`config.mk`:
```
export PLATFORM = sky130hd
export DESIGN_NAME = rme_queue
export DESIGN_NICKNAME = d
export VERILOG_FILES = /design/src/hw/rtl/rme_pkg.sv /design/src/hw/rtl/rme_queue.sv
export SDC_FILE = /design/constraint.sdc
export NUM_CORES = 1
export LEC_CHECK = 0
export ABC_AREA = 1
export BUFFER_PORTS_ARGS = -buffer_cell sky130_fd_sc_hd__buf_2
export CORE_MARGIN = 5
export CORE_UTILIZATION = 23
export DETAILED_ROUTE_END_ITERATION = 16
export PLACE_DENSITY = 0.5
export SLEW_MARGIN = 20
export SYNTH_ARGS = -nofsm -noshare
export SYNTH_HDL_FRONTEND = slang
export SYNTH_SLANG_ARGS = --single-unit
```
`constraint.sdc`:
```
create_clock -name clk -period 8.37 [get_ports clk]
set_input_delay 1.674 -clock clk [delete_from_list [all_inputs] [get_ports clk]]
set_output_delay 1.674 -clock clk [all_outputs]
set_load 0.02 [all_outputs]
```
`src/hw/rtl/rme_pkg.sv`:
```
// ----------------------------------------------------------------------------
// rme_pkg
// Types, constants and decode helpers of the register machine execute block.
// ----------------------------------------------------------------------------
`timescale 1ns / 1ps

package rme_pkg;

  localparam int NUM_REGS      = 6;
  localparam int REG_IDX_W     = 3;
  localparam int DATA_W        = 64;
  localparam int IMM_W         = 32;
  localparam int HALF_W        = DATA_W / 2;
  localparam int IP_W          = 8;
  localparam int LEN_W         = 9;
  localparam int OP_W          = 4;
  localparam int PROGRAM_DEPTH = 256;
  localparam int IP_RANGE      = 1 << IP_W;
  localparam int Q_DEPTH       = 2;

  localparam logic [REG_IDX_W-1:0] REG_LAST = REG_IDX_W'(NUM_REGS - 1);

  localparam int CFG_IDX_W = 1;
  localparam logic [CFG_IDX_W-1:0] CFG_IP_REGISTER    = CFG_IDX_W'(0);
  localparam logic [CFG_IDX_W-1:0] CFG_PROGRAM_LENGTH = CFG_IDX_W'(1);

  typedef enum logic [OP_W-1:0] {
    OP_SETI = 4'd0,
    OP_SETR = 4'd1,
    OP_ADDI = 4'd2,
    OP_ADDR = 4'd3,
    OP_MULR = 4'd4,
    OP_MULI = 4'd5,
    OP_BANR = 4'd6,
    OP_BANI = 4'd7,
    OP_BORR = 4'd8,
    OP_BORI = 4'd9,
    OP_EQRR = 4'd10,
    OP_EQRI = 4'd11,
    OP_EQIR = 4'd12,
    OP_GTRR = 4'd13,
    OP_GTIR = 4'd14,
    OP_GTRI = 4'd15
  } op_t;

  // Decoded request as it sits in the queue between front and back.
  typedef struct packed {
    op_t                  op;
    logic [IMM_W-1:0]     imm_a;
    logic [IMM_W-1:0]     imm_b;
    logic [REG_IDX_W-1:0] ra;
    logic [REG_IDX_W-1:0] rb;
    logic [REG_IDX_W-1:0] dst;
    logic                 use_a;
    logic                 use_b;
    logic                 bad;
  } dec_t;

  typedef struct packed {
    logic [REG_IDX_W-1:0] ip_register;
    logic [LEN_W-1:0]     program_length;
    logic                 ip_written;
  } cfg_t;

  // Bit 0: operand a names a register, bit 1: operand b names a register.
  function automatic logic [1:0] reg_use(op_t op);
    logic [1:0] u;
    unique case (op)
      OP_SETI:                   u = 2'b00;
      OP_SETR, OP_ADDI, OP_MULI,
      OP_BANI, OP_BORI, OP_EQRI,
      OP_GTRI:                   u = 2'b01;
      OP_EQIR, OP_GTIR:          u = 2'b10;
      OP_ADDR, OP_MULR, OP_BANR,
      OP_BORR, OP_EQRR, OP_GTRR: u = 2'b11;
    endcase
    return u;
  endfunction

  function automatic logic [DATA_W-1:0] sext_imm(logic [IMM_W-1:0] imm);
    return {{(DATA_W - IMM_W){imm[IMM_W-1]}}, imm};
  endfunction

endpackage

```
`src/hw/rtl/rme_queue.sv`:
```
// ----------------------------------------------------------------------------
// rme_queue
// Short FIFO of decoded requests between the front and the back.
// ----------------------------------------------------------------------------
`timescale 1ns / 1ps

module rme_queue (
  input  logic          clk,
  input  logic          rst_n,
  input  logic          push_valid,
  output logic          push_ready,
  input  rme_pkg::dec_t push_data,
  output logic          pop_valid,
  input  logic          pop_ready,
  output rme_pkg::dec_t pop_data
);

  localparam int PTR_W = (rme_pkg::Q_DEPTH > 1) ? $clog2(rme_pkg::Q_DEPTH) : 1;
  localparam int CNT_W = $clog2(rme_pkg::Q_DEPTH + 1);
  localparam logic [PTR_W-1:0] PTR_LAST = PTR_W'(rme_pkg::Q_DEPTH - 1);
  localparam logic [CNT_W-1:0] CNT_FULL = CNT_W'(rme_pkg::Q_DEPTH);

  rme_pkg::dec_t    entry_r [rme_pkg::Q_DEPTH];
  logic [PTR_W-1:0] wr_ptr_r, wr_ptr_nxt;
  logic [PTR_W-1:0] rd_ptr_r, rd_ptr_nxt;
  logic [CNT_W-1:0] count_r, count_nxt;
  logic             push;
  logic             pop;

  always_comb begin
    push_ready = count_r != CNT_FULL;
    pop_valid  = count_r != '0;
    pop_data   = entry_r[rd_ptr_r];
    push       = push_valid && push_ready;
    pop        = pop_valid && pop_ready;

    wr_ptr_nxt = wr_ptr_r;
    rd_ptr_nxt = rd_ptr_r;
    count_nxt  = count_r;
    if (push) begin
      wr_ptr_nxt = (wr_ptr_r == PTR_LAST) ? '0 : wr_ptr_r + PTR_W'(1);
    end
    if (pop) begin
      rd_ptr_nxt = (rd_ptr_r == PTR_LAST) ? '0 : rd_ptr_r + PTR_W'(1);
    end
    priority if (push && !pop) begin
      count_nxt = count_r + CNT_W'(1);
    end else if (pop && !push) begin
      count_nxt = count_r - CNT_W'(1);
    end else begin
      count_nxt = count_r;
    end
  end

  always_ff @(posedge clk) begin
    if (!rst_n) begin
      wr_ptr_r <= '0;
      rd_ptr_r <= '0;
      count_r  <= '0;
    end else begin
      wr_ptr_r <= wr_ptr_nxt;
      rd_ptr_r <= rd_ptr_nxt;
      count_r  <= count_nxt;
    end
  end

  always_ff @(posedge clk) begin
    if (push) begin
      entry_r[wr_ptr_r] <= push_data;
    end
  end

endmodule

```
# Word-level counts from Yosys, hierarchy flattened
# Memories as Yosys holds them, arrays and structs flattened. A register that Yosys moved wholly into a read port is not among the register bits.
# Index checks and enable logic that the tools add are counted.
# classes
n_shift	0
mul	0
eq_ne	1
n_addsub	4
n_div	0
bitwise_logic	0
magnitude_cmp	0
mux	8
reduce_logical	8
# op_table
cell	n
1-bit two-way mux	6
1-bit logical AND	4
2-bit two-way mux	2
2-bit nonzero test	2
1-bit adder, second input constant	2
2-bit by 1-bit adder with 2-bit output, second input constant	1
1-bit logical NOT	2
2-bit != test, second input constant	1
2-bit by 1-bit subtractor with 2-bit output, second input constant	1
# word_totals
in_bits	84
out_inout_bits	82
wordCells	25
ram_bits	160
n_memories	1
latchBits	0
reg_bits	4
romBits	0
# memory_table
memory	depth	width	read_ports	rd_clocked_by_memory_dff	wr	line_no	text
entry_r	2	80	1	1	1	rme_queue.sv:23	rme_pkg::dec_t entry_r [rme_pkg::Q_DEPTH];

# Longest topological paths before layout
# Gate-level depths: netlist of the first run.
# logic_depth
depth_word	6
depth_mapped	11
depth_no_buf	11

# Worst setup path before layout of the first run
# OpenSTA, ideal clock, no wires.
# synth_path
path_kind	input to register
from	input push_valid
to	memory entry_r[0][0] in the netlist's numbering, enable pin
arrival_ns	5.109
stages	2
path_buffers	0
required_time_ns	7.851
setup_time_ns	0.519
slack_ns	2.742
cell_sequence	nand2_1 nor2_1
# synth_between
elab_chain_cells	3
# synth_lines
item	line_no	text
from (decl)	rme_queue.sv:10	input logic push_valid,
1-bit logical AND	rme_queue.sv:34	push = push_valid && push_ready;
1-bit two-way mux	rme_queue.sv:68	if (push) begin
1-bit two-way mux (not written as such)	rme_queue.sv:69	entry_r[wr_ptr_r] <= push_data;
to (decl)	rme_queue.sv:23	
# No other way between the ends.

==> impl_metrics.json, run 1 <==
{
  "start_util_pct": 23.2,
  "synthTopCellsByArea": "edfxtp_1 75%, mux2_4 19%, buf_12 2.5%",
  "final.min_clock_period_ns": 4.29,
  "tightestPinTransition_ns": 0.949,
  "avgSynthCellArea_um2": 22.4,
  "ctsResizeCount": 0,
  "ctsHoldBuffers": 0,
  "slew_headroom_pct": 36.7,
  "power_leakage_nw": 3.13,
  "synth.most_common_cell": "edfxtp_1",
  "cp-start-kind": "flop",
  "ys_types": 14,
  "power_density_mw_per_mm2": 306,
  "synth_top_cell_by_area": "edfxtp_1",
  "gr-total-overflow": 0,
  "die_h_um": 177,
  "drv_cap": 0,
  "async_flop_share_pct": 0,
  "crit_end": "pop_data[49]",
  "first_pass_iters": 4,
  "insertion_delay_ns": 0.41,
  "diodes": 0,
  "ir_drop_mv": 0.121,
  "htreeDepth": 4,
  "cts_setup_buffers": 0,
  "fmax_mhz": 233,
  "drt-initial-drc-count": 149,
  "synth.top_cell.area_share_pct": 74.9,
  "rows": 61,
  "drive_above_1_share_pct": 58.8,
  "route.detailed.drc": 0,
  "ios": 166,
  "cp.arrival_ns": 2.61,
  "hold_class": "reg2reg",
  "whs_ns": 0.503,
  "synth_seq_cells": 165,
  "cts_sinks": 165,
  "synthTopCellsByCount": "160 x edfxtp_1, 80 x mux2_4, 9 x nand2_1",
  "cts.clk_slew.worst_paths_ns": 0.07,
  "wire_per_inst_um": 14.9,
  "fin_crit_sh_pct": 51.2,
  "setup_tns_ns": 0,
  "grt_pass1_wl_um": 19300,
  "die_area_mm2": 0.0313,
  "antenna_left": 0,
  "synth_cells": 286,
  "critPathCaptureType": "output pin",
  "fin_util_pct": 29.4,
  "gp_congestion": 0.659,
  "syn_nets": 371,
  "outcome": "complete, no violations",
  "grt_setup_unrepaired": "no",
  "synth-main-ff-cell": "edfxtp_1",
  "dp_hpwl_um": 8270,
  "grt_usage_pct": 8.17,
  "antenna_found_initial": 0,
  "crit_type": "reg2out",
  "synth-edff-count": 160,
  "p_total_w": 0.00249,
  "r2r-start": "count_r[0]",
  "clockRootBuffer": "clkbuf_16",
  "ys_seq_area_share_pct": 76.4,
  "reg2regPathDepth": 5,
  "yosys_warnings": 0,
  "finalClockSkew_ns": 0.0113,
  "wirelength_um": 12800,
  "coreArea_mm2": 0.0277,
  "cts_buffer_depth": 2,
  "grt_max_degree": 81,
  "cts_buffers": 17,
  "nets": 549,
  "port_buffers": 165,
  "die_w_um": 177,
  "first_global_vias": 3496,
  "reg2reg_to": "entry_r[0][11]",
  "via_per_inst": 3.66,
  "slew_violations": 0,
  "vias": 3124,
  "timing_hold_violations_final": 0,
  "required_ns": 6.70,
  "cts_tree": "done",
  "syn_area_mm2": 0.00642,
  "setup_violations": 0,
  "syn_to_final_growth_pct": 27.0,
  "path_max_fanout": 50,
  "r2r_setup_slack_ns": 6.42
}
critical path, cell delays in order, from the launching register on:
cell and delay [ns]:
dfxtp_4 0.78, buf_4 0.85, mux2_4 0.36, buf_2 0.17
metal layers:
metal	track usage (%)	vias to the layer above	wire length (µm)
met4	3.19	0	151
met2	14.3	94	6650
li1	-	1462	-
met3	2.73	9	807
met5	0	-	0
met1	9.17	1559	5160
cell usage in the layout (no fill, tap or decap), types with 2 or more instances in the layout:
master,Yosys,layout
clkbuf_16,0,17
dfxtp_1,5,4
nor2_4,0,2
buf_6,1,2
clkinvlp_4,0,3
nor2_1,8,6
clkinv_4,0,4
inv_6,0,2
clkinv_1,0,2
o21ai_0,2,2
inv_1,8,8
edfxtp_1,160,160
mux2_4,80,80
nand2_1,9,9
buf_2,0,165
how the worst min path moves through the flow:
stage               depth (start not counted)        to      from
floorplan                                   2      flop  rd_ptr_r
global placement                            2  rd_ptr_r  rd_ptr_r
detailed placement                          2      flop  rd_ptr_r
CTS                                         2      flop  rd_ptr_r
global route                                2      flop  rd_ptr_r
finish                                      2      flop  rd_ptr_r
where the power goes:
group	leakage (nW)	internal (W)	switching, W
Combinational	1.33	0.000288	0.000366
Clock	0.263	0.000411	0.000325
Sequential	1.53	0.00105	0.0000533
Total	3.13	0.00175	0.000744
area by class of cell:
type                    count  area [µm²]
fillers                  2755       19600
flip-flops and latches    165        4910
multi-input cells         104        1330
repair buffers            168         856
well taps                 378         473
clock buffers              17         425
clock inverters            14         129
inverters                   8        30.0
logic make-up (layout without fill, tap and decap cells):
group,count (synthesis),after routing,share of synthesized area (%)
muxes,80,80,18.7
DFF,165,165,76.4
buffers and inverters,17,207,3.14
adders and majority gates,1,1,0.195
AOI/OAI and AO/OA,4,4,0.351
and+or+nand+nor,19,19,1.17
registers in the layout, indices dropped and copies added, names as in the netlist, named ones only:
register,flops
count_r,2
entry_r,160
rd_ptr_r,1
wr_ptr_r,1
through the flow:
step | std cells | setup slack, ns | instance area [µm²]
floorplan | 286 | 2.74 | 6420
global placement | 823 | 4.50 | 7590
detailed placement | 823 | 4.46 | 7590
CTS | 854 | 3.99 | 8150
global route | 854 | 3.91 | 8150
finish | 854 | 4.08 | 8150
Note: power is estimated with default switching activity, not from simulation.
==> run 2, diff against run 1 <==
--- a/config.mk
+++ b/config.mk
@@ -10,7 +10,7 @@
 export CORE_MARGIN = 5
 export CORE_UTILIZATION = 23
 export DETAILED_ROUTE_END_ITERATION = 16
-export PLACE_DENSITY = 0.5
+export PLACE_DENSITY = 0.52
 export SLEW_MARGIN = 20
 export SYNTH_ARGS = -nofsm -noshare
 export SYNTH_HDL_FRONTEND = slang
==> constraint.sdc (replaced) <==
create_clock -name clk -period 3.55 [get_ports clk]
set_input_delay 0.71 -clock clk [delete_from_list [all_inputs] [get_ports clk]]
set_output_delay 0.71 -clock clk [all_outputs]
set_load 0.02 [all_outputs]
==> run 2 against run 1 <==
Net effect:
- non-clock buffer count is 3 higher
- sequential share of layout area down 0.59 points
- design area rose by 0.98%
- final cell count is 0.47% higher
- largest cell class unchanged
- via count grew 1.2%
- routed wire length is 1.8% higher
- count of clock-buffer cells in the layout rose by 1
- flip-flop and latch count is the same
- power is 140% higher
==> impl_metrics.json, run 2 (synthesis results as in run 1) <==
{
  "timing_hold_violations_final": 0,
  "grt_usage_pct": 8.25,
  "place_ws_ns": 1.23,
  "cts.clk_slew.worst_paths_ns": 0.07,
  "placed_area_mm2": 0.00761,
  "grt_max_degree": 54,
  "required_ns": 2.84,
  "ctsResizeCount": 0,
  "syn_to_final_growth_pct": 28.2,
  "p_sw_w": 0.00177,
  "pwr-share-clk_pct": 31.7,
  "crit_type": "reg2out",
  "tightestPinTransition_ns": 0.932,
  "rows": 61,
  "nets": 552,
  "gr-total-overflow": 0,
  "start_util_pct": 23.2,
  "fmax_mhz": 365,
  "p_sw_share_pct": 29.3,
  "hold_class": "in2reg",
  "drv_cap": 0,
  "drive_above_1_share_pct": 59.4,
  "setup_violations": 0,
  "first_global_vias": 3572,
  "power_density_mw_per_mm2": 736,
  "power_leakage_nw": 3.18,
  "coreArea_mm2": 0.0277,
  "cp-start-kind": "flop",
  "grt_pass1_wl_um": 19500,
  "antenna_found_initial": 1,
  "top_regs": "entry_r x160, count_r x2",
  "ctsHoldBuffers": 0,
  "cts_sinks": 165,
  "power_frac_seq_pct": 41.8,
  "die_w_um": 177,
  "fin_crit_sh_pct": 77.2,
  "insertion_delay_ns": 0.42,
  "path_max_fanout": 48,
  "cts_setup_buffers": 0,
  "slew_headroom_pct": 37.9,
  "ios": 166,
  "drt-initial-drc-count": 135,
  "fin_area_mm2": 0.00823,
  "final.min_clock_period_ns": 2.74,
  "outcome": "complete, no violations",
  "final_cell_mix": "165 x buf_2, 160 x edfxtp_1, 80 x mux2_4",
  "die_h_um": 177,
  "ir_drop_mv": 0.326,
  "wirelength_um": 13000,
  "grt_setup_unrepaired": "no",
  "die_area_mm2": 0.0313,
  "cts_buffers": 17,
  "combPwrFrac_pct": 26.5,
  "htreeDepth": 4,
  "diodes": 0,
  "dp_hpwl_um": 9030,
  "final_common_cell": "buf_2",
  "p_total_w": 0.00606,
  "vias": 3160,
  "clockRootBuffer": "clkbuf_16",
  "largest_register_ffs": 160,
  "cts_tree": "done",
  "route.detailed.drc": 0,
  "fin_ws_ns": 0.810,
  "cts_buffer_depth": 2,
  "setup_tns_ns": 0,
  "port_buffers": 165,
  "wire_per_inst_um": 15.1,
  "cp.arrival_ns": 2.03,
  "critPathCaptureType": "output pin",
  "first_pass_iters": 4,
  "finalClockSkew_ns": 0.0161,
  "power.internal_w": 0.00428,
  "via_per_inst": 3.68,
  "fin_util_pct": 29.7,
  "slew_violations": 0,
  "gp_congestion": 0.644,
  "antenna_left": 0,
  "regMostFlops": "entry_r"
}
-- run 2: stage by stage --
stage	instances	hold slack [ns]
2_1_floorplan	286	0.467
3_3_place_gp	826	0.480
3_5_place_dp	826	0.488
4_1_cts	858	0.447
5_1_grt	858	0.450
6_report	858	0.477
-- run 2: worst max-delay path: stages (launching register included) --
cell	delay, ns
dfxtp_4	0.34
buf_4	0.65
mux2_4	0.36
buf_2	0.16
-- run 2: routing by layer --
layer,GRT usage [%],vias up,part of all wire [%]
met5,0,-,0.10
met4,2.32,2,0.69
met3,3.42,7,7.3
met2,14.4,101,51
met1,9.27,1575,40
li1,-,1475,-
-- run 2: layout make-up --
| class | instances | area [µm²] |
|---|---|---|
| fillers | 2766 | 19500 |
| flip-flops and latches | 165 | 4910 |
| multi-input cells | 104 | 1330 |
| repair buffers | 171 | 871 |
| well taps | 378 | 473 |
| clock buffers | 18 | 429 |
| clock inverters | 14 | 190 |
| inverters | 8 | 30.0 |
-- run 2: power groups by stage --
stage	combinational, W	clock [W]	sequential (W)
after floorplan	0.00125	0	0.00259
final	0.00160	0.00192	0.00253
after detailed placement	0.00164	0	0.00258
after CTS	0.00165	0.00200	0.00254
after global routing	0.00172	0.00208	0.00256
after global placement	0.00163	0	0.00257
-- run 2: final timing paths --
check                start             end  slack (ns)  cells past startpoint
max                   flop    pop_data[25]        0.81                      3
min          push_data[36]  entry_r[1][36]        0.48                      1
max reg2reg     count_r[0]  entry_r[1][79]        1.68                      5
min reg2reg       rd_ptr_r        rd_ptr_r        0.51                      2
