[src/hw/rtl/rme_pkg.sv]
// ----------------------------------------------------------------------------
// rme_pkg
// Types, constants and decode helpers of the register machine execute block.
// ----------------------------------------------------------------------------
`timescale 1ns / 1ps

package rme_pkg;

  localparam int NUM_REGS      = 6;
  localparam int REG_IDX_W     = 3;
  localparam int DATA_W        = 64;
  localparam int IMM_W         = 32;
  localparam int HALF_W        = DATA_W / 2;
  localparam int IP_W          = 8;
  localparam int LEN_W         = 9;
  localparam int OP_W          = 4;
  localparam int PROGRAM_DEPTH = 256;
  localparam int IP_RANGE      = 1 << IP_W;
  localparam int Q_DEPTH       = 2;

  localparam logic [REG_IDX_W-1:0] REG_LAST = REG_IDX_W'(NUM_REGS - 1);

  localparam int CFG_IDX_W = 1;
  localparam logic [CFG_IDX_W-1:0] CFG_IP_REGISTER    = CFG_IDX_W'(0);
  localparam logic [CFG_IDX_W-1:0] CFG_PROGRAM_LENGTH = CFG_IDX_W'(1);

  typedef enum logic [OP_W-1:0] {
    OP_SETI = 4'd0,
    OP_SETR = 4'd1,
    OP_ADDI = 4'd2,
    OP_ADDR = 4'd3,
    OP_MULR = 4'd4,
    OP_MULI = 4'd5,
    OP_BANR = 4'd6,
    OP_BANI = 4'd7,
    OP_BORR = 4'd8,
    OP_BORI = 4'd9,
    OP_EQRR = 4'd10,
    OP_EQRI = 4'd11,
    OP_EQIR = 4'd12,
    OP_GTRR = 4'd13,
    OP_GTIR = 4'd14,
    OP_GTRI = 4'd15
  } op_t;

  // Decoded request as it sits in the queue between front and back.
  typedef struct packed {
    op_t                  op;
    logic [IMM_W-1:0]     imm_a;
    logic [IMM_W-1:0]     imm_b;
    logic [REG_IDX_W-1:0] ra;
    logic [REG_IDX_W-1:0] rb;
    logic [REG_IDX_W-1:0] dst;
    logic                 use_a;
    logic                 use_b;
    logic                 bad;
  } dec_t;

  typedef struct packed {
    logic [REG_IDX_W-1:0] ip_register;
    logic [LEN_W-1:0]     program_length;
    logic                 ip_written;
  } cfg_t;

  // Bit 0: operand a names a register, bit 1: operand b names a register.
  function automatic logic [1:0] reg_use(op_t op);
    logic [1:0] u;
    unique case (op)
      OP_SETI:                   u = 2'b00;
      OP_SETR, OP_ADDI, OP_MULI,
      OP_BANI, OP_BORI, OP_EQRI,
      OP_GTRI:                   u = 2'b01;
      OP_EQIR, OP_GTIR:          u = 2'b10;
      OP_ADDR, OP_MULR, OP_BANR,
      OP_BORR, OP_EQRR, OP_GTRR: u = 2'b11;
    endcase
    return u;
  endfunction

  function automatic logic [DATA_W-1:0] sext_imm(logic [IMM_W-1:0] imm);
    return {{(DATA_W - IMM_W){imm[IMM_W-1]}}, imm};
  endfunction

endpackage

[src/hw/rtl/rme_front.sv]
// ----------------------------------------------------------------------------
// rme_front
// Classifies an incoming instruction: register use, index check, queue entry.
// ----------------------------------------------------------------------------
`timescale 1ns / 1ps

module rme_front (
  input  logic [rme_pkg::OP_W-1:0]         in_operation,
  input  logic signed [rme_pkg::IMM_W-1:0] in_operand_a,
  input  logic signed [rme_pkg::IMM_W-1:0] in_operand_b,
  input  logic [rme_pkg::REG_IDX_W-1:0]    in_dest_index,
  output rme_pkg::dec_t                    dec_o
);

  rme_pkg::op_t                 op;
  logic [1:0]                   use_bits;
  logic [rme_pkg::IMM_W-1:0]    ua;
  logic [rme_pkg::IMM_W-1:0]    ub;
  logic                         bad_a;
  logic                         bad_b;
  logic                         bad_d;
  logic                         bad;

  always_comb begin
    op       = rme_pkg::op_t'(in_operation);
    use_bits = rme_pkg::reg_use(op);
    ua       = in_operand_a;
    ub       = in_operand_b;
    // Negative indexes read as huge unsigned values and fail here too.
    bad_a    = use_bits[0] && (ua > rme_pkg::IMM_W'(rme_pkg::REG_LAST));
    bad_b    = use_bits[1] && (ub > rme_pkg::IMM_W'(rme_pkg::REG_LAST));
    bad_d    = in_dest_index > rme_pkg::REG_LAST;
    bad      = bad_a || bad_b || bad_d;

    dec_o.op    = op;
    dec_o.imm_a = ua;
    dec_o.imm_b = ub;
    // Park unused or bad indexes at zero so the file is never read out of range.
    dec_o.ra    = (use_bits[0] && !bad) ? ua[rme_pkg::REG_IDX_W-1:0] : '0;
    dec_o.rb    = (use_bits[1] && !bad) ? ub[rme_pkg::REG_IDX_W-1:0] : '0;
    dec_o.dst   = bad ? '0 : in_dest_index;
    dec_o.use_a = use_bits[0];
    dec_o.use_b = use_bits[1];
    dec_o.bad   = bad;
  end

endmodule

[config.mk]
export PLATFORM = sky130hd
export DESIGN_NAME = rme_front
export DESIGN_NICKNAME = d
export VERILOG_FILES = /design/src/hw/rtl/rme_pkg.sv /design/src/hw/rtl/rme_front.sv
export SDC_FILE = /design/constraint.sdc
export NUM_CORES = 1
export LEC_CHECK = 0
export BUFFER_PORTS_ARGS = -buffer_cell sky130_fd_sc_hd__buf_2
export CAP_MARGIN = 25
export CORE_AREA = 2 2 59 61
export DETAILED_ROUTE_END_ITERATION = 10
export DIE_AREA = 0 0 61 63
export PLACE_DENSITY = 0.8
export SETUP_SLACK_MARGIN = 0.4
export SYNTH_ARGS = -nofsm -noshare
export SYNTH_HDL_FRONTEND = slang
export SYNTH_SLANG_ARGS = --single-unit
[constraint.sdc]
create_clock -name vclk -period 2.3
set_clock_uncertainty 0.15 [all_clocks]
set_input_delay 0.115 -clock vclk [all_inputs]
set_output_delay 0.115 -clock vclk [all_outputs]
set_load 0.005 [all_outputs]
# ---- Yosys cells after proc, flatten, opt, wreduce, memory -nomap -nowiden
# Memories as Yosys holds them, arrays and structs flattened.
# Index checks and enable logic that the tools add are counted.
dict set report word_totals {
  regBits 0
  ram_bits 0
  inputBits 71
  memories 1
  romBits 32
  out_inout_bits 80
  word_cells 14
  latchBits 0
}
# name depth width read_ports rd_ports_with_merged_regs write_ports line
set mem_list {}
lappend mem_list {{(name not given)} 16 2 1 0 0 rme_pkg.sv:68} ;# unique case (op)
dict set report op_classes {
  mul 0
  reduce_logical 7
  muxes 3
  div 0
  magnitude_cmp 3
  add_sub_neg 0
  shift 0
  eq_ne 0
  n_bitwise 0
}
# operator count
set ops {}
lappend ops {{$gt A32 B3 Y1 const B} 2}
lappend ops {{$mux W3} 3}
lappend ops {{$logic_and A1 B1 Y1} 4}
lappend ops {{$gt A3 B3 Y1 const B} 1}
lappend ops {{$logic_or A1 B1 Y1} 2}
lappend ops {{$logic_not A1 Y1} 1}

# ---- Logic depth before layout (Yosys ltp)
# Gate-level depths: netlist of the first run.
dict set report depth {
  word_depth 7
  depth_mapped 5
  ltp_nobuf 4
}

# ---- Worst setup path before layout of the first run
# OpenSTA, ideal clock, no wires.
dict set report synth_path {
  kind {input-to-output}
  start {input in_operation[1] in the netlist's numbering}
  end {output dec_o[0] in the netlist's numbering}
  t_arrival_ns 1.330
  path_slack_ns 0.705
  required_ns 2.035
  path_buffers 1
  cell_stages 5
  cell_sequence {or3_1 -> a21o_1 -> a21boi_4 -> or3b_1 -> buf_4}
}
# item line
set synth_rtl {}
lappend synth_rtl {{from (decl)} rme_front.sv:8} ;# input logic [rme_pkg::OP_W-1:0] in_operation,
lappend synth_rtl {{to (decl)} rme_front.sv:12} ;# output rme_pkg::dec_t dec_o

==> results.tsv, run 1 <==
metric	value	unit
drt.antenna.violating_nets	0	
routed_wirelength	2600	um
grt_util_all_layers	0.111	
regArea	0	sq um
core	0.00323	sq mm
endpoint_kind	output pin	
grt_overflow	0	
cp_max_fo	7	
switchingPower	0.0750	mW
p_per_area	154	mW/mm^2
slew-limit-headroom	0.635	
finalHoldViolCount	0	
status	finished clean	
fmax	577	MHz
synthesis.area	822	sq um
worst_slew_pin_slew	0.547	ns
grt_first_pass_wirelength	3400	um
setup_violations	0	
antennaDiodeCount	0	
grt_pass1_vias	843	
die-area	0.00384	sq mm
layout_common_cells	151 x buf_2, 12 x nor4_1, 6 x nor3b_1	
place_ws	0.540	ns
total_power	0.172	mW
crit_chain	buf_2 > nor4_1 > and4_1 > a21boi_1 > or3b_1 > buf_2	
io_pins	151	
rsz0062_at_grt	false	
final_nets	266	
syn_nets	182	
path_common_cell	buf_2	
period_share	0.753	
final_design_area_no_fill	0.00112	sq mm
combPwrFrac	1.000	
viasPerCell	4.22	
cts_setup_buffers	0	
clock_buffers	0	
switching_share	0.435	
dieWidth	61	um
start_kind	primary input	
gp_congestion	0.706	
hold_class	in -> out	
slew_violations	0	
row_count	21	
nFlopsAndLatches	0	
netlist_instances	111	
ys_types	18	
leakage	0.672	nW
p_seq_frac	0	
dp_hpwl	2500	um
layout_commonest_cell	buf_2	
max_stage_delay	0.38	ns
postCtsHoldBufs	0	
clkPwrFrac	0	
cts_resized	0	
grt_max_degree	8	
area_growth	35.9	%
crit_arrival	1.47	ns
cap_violations	0	
place.port_buffers	151	
start_util	0.254	
worstHoldPathCells	2	
ir_drop	0.0421	mV
num_vias	1009	
antenna_found_initial	0	
first_pass_iters	2	
crit_type	in -> out	
tns	0	ns
drt_iter0_drc	6	
cp.required	2.04	ns
drive_gt1_frac	0.798	
drc	0	
p_int	0.0975	mW
wl_per_cell	10.9	um
dpl_cell_area	0.00112	sq mm
syn_area_per_cell	7.41	sq um
fin_crit	1.73	ns
fp.dieH	63	um
ys_warn_count	0	
fin_ws	0.568	ns
post-route-util	0.346	
ys_seq_area_frac	0	
cp_slowest_cell	or3b_1	
[power groups by stage]
stage | Clock (mW) | Combinational [mW] | Sequential [mW]
final | 0 | 0.172 | 0
after global routing | 0 | 0.193 | 0
after CTS | 0 | 0.176 | 0
after detailed placement | 0 | 0.175 | 0
after global placement | 0 | 0.173 | 0
after floorplan | 0 | 0.118 | 0
[synth_stat cells, drive strengths merged]
cell | instances | share of area
a211oi | 2 | 0.018
a21boi | 2 | 0.032
a21o | 1 | 0.0091
and4 | 4 | 0.046
buf | 69 | 0.63
nand2 | 3 | 0.014
nand4 | 2 | 0.015
nand4bb | 1 | 0.014
nor3 | 3 | 0.018
nor3b | 6 | 0.055
nor4 | 12 | 0.091
nor4b | 2 | 0.021
o211ai | 1 | 0.0091
o21bai | 1 | 0.0091
or3 | 1 | 0.0076
or3b | 1 | 0.011
[worst max-delay path, delay by kind of cell]
family	cells	cell delay, ns
compound gates	1	0.18
buf+inv	2	0.23
simple gates	3	0.93
[final timing paths]
path	start	to	slack (ns)
worst max-delay path	in_operand_b[30]	dec_o[0]	0.57
worst min-delay path	in_operand_b[30]	dec_o[42]	0.26
[kinds of logic after synthesis]
family                 share of synthesized area
AO/OA/AOI/OAI                             0.0776
buffers and inverters                      0.630
AND/OR/NAND/NOR                            0.292
[metrics by stage]
stage / hold slack (ns) / instances
global placement: 0.260 / 239
finish: 0.260 / 239
floorplan: 0.113 / 111
detailed placement: 0.262 / 239
CTS: 0.261 / 239
global route: 0.266 / 239
[metal layers]
metal  up-vias  track usage  wire, um
met5         -            0         0
met3         0       0.0145       311
met1       430        0.115       918
met4         0            0         0
li1        500            -         -
met2        79        0.234      1370
[final cells by class]
cell class	count	area (sq um)
fillers	363	2110
well taps	46	57.6
repair buffers	151	756
multi-input cells	42	304
No activity file was read; power rests on OpenSTA's default activity.
==> inputs of run 2 (changes only) <==
--- a/config.mk
+++ b/config.mk
@@ -7,10 +7,10 @@
 export LEC_CHECK = 0
 export BUFFER_PORTS_ARGS = -buffer_cell sky130_fd_sc_hd__buf_2
 export CAP_MARGIN = 25
-export CORE_AREA = 2 2 59 61
+export CORE_MARGIN = 2
+export CORE_UTILIZATION = 28
 export DETAILED_ROUTE_END_ITERATION = 10
-export DIE_AREA = 0 0 61 63
-export PLACE_DENSITY = 0.8
+export PLACE_DENSITY = 0.85
 export SETUP_SLACK_MARGIN = 0.4
 export SYNTH_ARGS = -nofsm -noshare
 export SYNTH_HDL_FRONTEND = slang
==> constraint.sdc (replaced) <==
create_clock -name vclk -period 1.6
set_clock_uncertainty 0.15 [all_clocks]
set_input_delay 0.08 -clock vclk [all_inputs]
set_output_delay 0.08 -clock vclk [all_outputs]
set_load 0.005 [all_outputs]
==> results.tsv, run 2 (synthesized netlist as in run 1, its figures left out) <==
metric	value	unit	change
p_per_area	238	mW/mm^2	+54%
grt_first_pass_wirelength	4270	um	+26%
first_pass_iters	2		unchanged
clock_buffers	0		unchanged
crit_arrival	1.37	ns	-0.10 ns
layout_common_cells	137 x buf_2, 18 x buf_6, 7 x nor4_4, 7 x buf_4		
period_share	0.999		
viasPerCell	4.62		+9.5%
cap_violations	0		unchanged
rsz0062_at_grt	true		
fin_ws	0.00149	ns	-0.566 ns
drive_gt1_frac	0.912		+0.114
grt_pass1_vias	969		+15%
tns	0	ns	unchanged
leakage	0.792	nW	+18%
cp_slowest_cell	or3_1		
grt_overflow	0		unchanged
routed_wirelength	3210	um	+23%
path_delay_family	simple AND/OR/NAND/NOR gates		
endpoint_kind	output pin		
post-route-util	0.530		+0.184
grt_max_degree	7		-1
cp_max_fo	4		-3
crit_chain	buf_6 > or3_1 > a21o_1 > a21boi_4 > or3b_1 > buf_2		
nFlopsAndLatches	0		unchanged
total_power	0.350	mW	+100%
layout_commonest_cell	buf_2		
max_stage_delay	0.36	ns	-0.02 ns
start_util	0.296		+0.0412
drt_iter0_drc	7		+1
antenna_found_initial	0		unchanged
io_pins	151		unchanged
dp.cells	233		-2.5%
fmax	626	MHz	
fin_crit	1.60	ns	
area_growth	79.3	%	
grt_util_all_layers	0.159		+0.0485
antennaDiodeCount	0		unchanged
die-area	0.00339	sq mm	-12%
regArea	0	sq um	unchanged
slew-limit-headroom	0.850		+0.215
status	finished clean		
cp.buffers_inverters	2		unchanged
crit_type	in -> out		
wl_per_cell	13.7	um	+26%
drc	0		unchanged
place.port_buffers	151		unchanged
place_ws	-0.169	ns	-0.708 ns
final_nets	277		+4.1%
final_design_area_no_fill	0.00147	sq mm	+32%
setup_violations	0		unchanged
dieWidth	58.2	um	-4.6%
worst_slew_pin_slew	0.224	ns	-0.323 ns
drt.antenna.violating_nets	0		unchanged
gp_congestion	0.743		+5.1%
cp.required	1.37	ns	-0.67 ns
dp_hpwl	2610	um	+4.5%
hold_class	in -> out		
dpl_cell_area	0.00117	sq mm	+4.4%
final_cell_count_no_fill	235		-1.7%
start_kind	primary input		
slew_violations	0		unchanged
row_count	19		-9.5%
postCtsHoldBufs	0		unchanged
finalHoldViolCount	0		unchanged
num-fill-cells	268		-26%
fp.dieH	58.2	um	-7.6%
core	0.00278	sq mm	-14%
hold_slack	0.185	ns	-0.0750 ns
num_vias	1086		+7.6%
ir_drop	0.170	mV	+300%
==> run 2: metal layers <==
| layer | global-route usage | vias up | share of wire |
|---|---|---|---|
| li1 | - | 519 | - |
| met1 | 0.152 | 497 | 0.31 |
| met2 | 0.373 | 70 | 0.60 |
| met3 | 0.00670 | 0 | 0.092 |
| met4 | 0 | 0 | 0 |
| met5 | 0 | - | 0 |
==> run 2: area by class of cell <==
| class | count | area, sq um | share of cell area |
|---|---|---|---|
| repair buffers | 162 | 941 | 0.638 |
| well taps | 31 | 38.8 | 0.0263 |
| multi-input cells | 42 | 494 | 0.335 |
==> run 2: path summary, 6_finish.rpt <==
path,start,slack (ns),end,cells past startpoint
min,in_operand_a[19],0.18,dec_o[63],2
max,in_operation[1],0.001,dec_o[0],6
==> run 2: repair_timing <==
| item | in CTS | in global routing |
|---|---|---|
| endpoints found under the setup margin | 11 | 12 |
| pin swaps | 12 | 6 |
| buffers inserted | 2 | 0 |
| gates resized for setup | 44 | 8 |
==> run 2: where the power goes <==
part | internal [mW] | switching (mW)
Sequential | 0 | 0
Clock | 0 | 0
Combinational | 0.199 | 0.151
Total | 0.199 | 0.151
==> inputs of run 3 (changes only) <==
--- a/config.mk
+++ b/config.mk
@@ -7,10 +7,13 @@
 export LEC_CHECK = 0
 export BUFFER_PORTS_ARGS = -buffer_cell sky130_fd_sc_hd__buf_2
 export CAP_MARGIN = 25
+export CELL_PAD_IN_SITES_DETAIL_PLACEMENT = 0
+export CELL_PAD_IN_SITES_GLOBAL_PLACEMENT = 2
+export CORE_ASPECT_RATIO = 1.4
 export CORE_MARGIN = 2
-export CORE_UTILIZATION = 28
+export CORE_UTILIZATION = 10
 export DETAILED_ROUTE_END_ITERATION = 10
-export PLACE_DENSITY = 0.85
+export PLACE_DENSITY_LB_ADDON = 0.1
 export SETUP_SLACK_MARGIN = 0.4
 export SYNTH_ARGS = -nofsm -noshare
 export SYNTH_HDL_FRONTEND = slang
==> constraint.sdc (replaced) <==
create_clock -name vclk -period 1.5
set_clock_uncertainty 0.15 [all_clocks]
set_input_delay 0.075 -clock vclk [all_inputs]
set_output_delay 0.075 -clock vclk [all_outputs]
set_load 0.005 [all_outputs]
==> results.tsv, run 3 (synthesized netlist as in run 1, its figures left out) <==
metric	value	unit	change
status	finished with violations		
violations	negative setup slack		
worst_slew_pin_slew	0.382	ns	+0.158 ns
rsz0062_at_grt	true		
start_util	0.102		-0.193
layout_common_cells	134 x buf_2, 20 x buf_6, 11 x buf_4		
drt.antenna.violating_nets	0		unchanged
grt_pass1_vias	1043		+7.6%
area_growth	99.2	%	
period_share	1.09		
drive_gt1_frac	0.938		+0.0257
dieWidth	80.6	um	+39%
finalHoldViolCount	0		unchanged
clkPwrFrac	0		unchanged
setup_violations	9		+9
postCtsHoldBufs	0		unchanged
nFlopsAndLatches	0		unchanged
combPwrFrac	1.000		about the same
drc	0		unchanged
cp_max_fo	7		+3
grt_max_degree	8		+1
place.port_buffers	151		unchanged
fin_crit	1.63	ns	
crit_type	in -> out		
p_seq_frac	0		unchanged
clock_buffers	0		unchanged
hold_class	in -> out		
grt_overflow	0		unchanged
row_count	39		+20
cap_violations	0		unchanged
endpoint_kind	output pin		
antenna_found_initial	0		unchanged
slew-limit-headroom	0.745		-0.105
layout_commonest_cell	buf_2		
cp_slowest_cell	or3_1		
fin_ws	-0.134	ns	-0.136 ns
ir_drop	0.0663	mV	-61%
wl_per_cell	10.6	um	-22%
viasPerCell	3.56		-23%
antennaDiodeCount	0		unchanged
fp.dieH	111	um	+91%
crit_arrival	1.41	ns	+0.04 ns
wl_met1	1000	um	+2.0%
place_ws	-0.306	ns	-0.137 ns
first_pass_iters	2		unchanged
core	0.00805	sq mm	+190%
p_per_area	234	mW/mm^2	-1.7%
num_vias	1103		+1.6%
switching_share	0.415		-0.0166
leakage	0.831	nW	+4.9%
wl_met3	468	um	+59%
start_kind	primary input		
regArea	0	sq um	unchanged
critPathLaunch	in_operation[1]		
routed_wirelength	3280	um	+2.3%
drt_iter0_drc	5		-2
slew_violations	0		unchanged
fmax	612	MHz	
gp_congestion	0.633		-15%
dp_hpwl	2880	um	+10%
wl_met2	1820	um	-6.2%
switchingPower	0.159	mW	+5.0%
io_pins	151		unchanged
max_stage_delay	0.37	ns	about the same
topRoutingLayerUsed	met3		
cp.required	1.27	ns	-0.10 ns
die-area	0.00897	sq mm	+170%
post-route-util	0.203		-0.326
crit_chain	buf_8 > or3_1 > a21o_1 > a21boi_4 > or3b_1 > buf_2		
p_int	0.224	mW	+12%
tns	-0.566	ns	-0.566 ns
final_nets	281		+1.4%
grt_util_all_layers	0.0599		-0.0995
crit_end	dec_o[0]		
grt_first_pass_wirelength	4430	um	+3.7%
run 3: power groups by stage:
stage,Clock [mW],Combinational (mW),Sequential (mW)
6_report,0,0.383,0
5_1_grt,0,0.415,0
4_1_cts,0,0.366,0
3_5_place_dp,0,0.301,0
3_3_place_gp,0,0.304,0
2_1_floorplan,0,0.182,0
run 3: cell type report:
| cell class | count | area (sq um) |
|---|---|---|
| repair buffers | 166 | 993 |
| fillers | 923 | 6410 |
| multi-input cells | 42 | 517 |
| well taps | 102 | 128 |
run 3: worst min path at each step:
stage | from | cells after the start | slack (ns) | to
after detailed placement | in_operand_b[0] | 2 | 0.18 | dec_o[12]
after global routing | in_operand_b[17] | 2 | 0.17 | dec_o[29]
after CTS | in_operand_a[19] | 2 | 0.17 | dec_o[63]
after floorplan | in_dest_index[2] | 1 | 0.03 | dec_o[4]
after global placement | in_operand_a[18] | 2 | 0.19 | dec_o[62]
final | in_operand_a[19] | 2 | 0.17 | dec_o[63]
run 3: through the flow:
stage	instances	instance area (sq um)	power [mW]	hold slack, ns
finish	310	1640	0.383	0.167
global route	310	1640	0.415	0.171
CTS	310	1550	0.366	0.168
detailed placement	307	1280	0.301	0.181
global placement	307	1280	0.304	0.185
floorplan	111	827	0.182	0.0334
run 3: metal layers:
| layer | global-route usage | up-vias |
|---|---|---|
| li1 | - | 528 |
| met1 | 0.0559 | 487 |
| met2 | 0.132 | 88 |
| met3 | 0.0122 | 0 |
| met4 | 0 | 0 |
| met5 | 0 | - |
run 3: critical path, delay by kind of cell:
kind,cells,cell delay [ns]
AO/OA/AOI/OAI,2,0.37
buffers and inverters,2,0.23
AND/OR/NAND/NOR,2,0.73
run 3: what timing repair did:
item                                    in CTS  in global routing
pin swaps                                   18                 11
resized for setup                           44                 15
gates cloned                                 0                  0
buffers inserted                             3                  0
endpoints found under the setup margin      11                 12
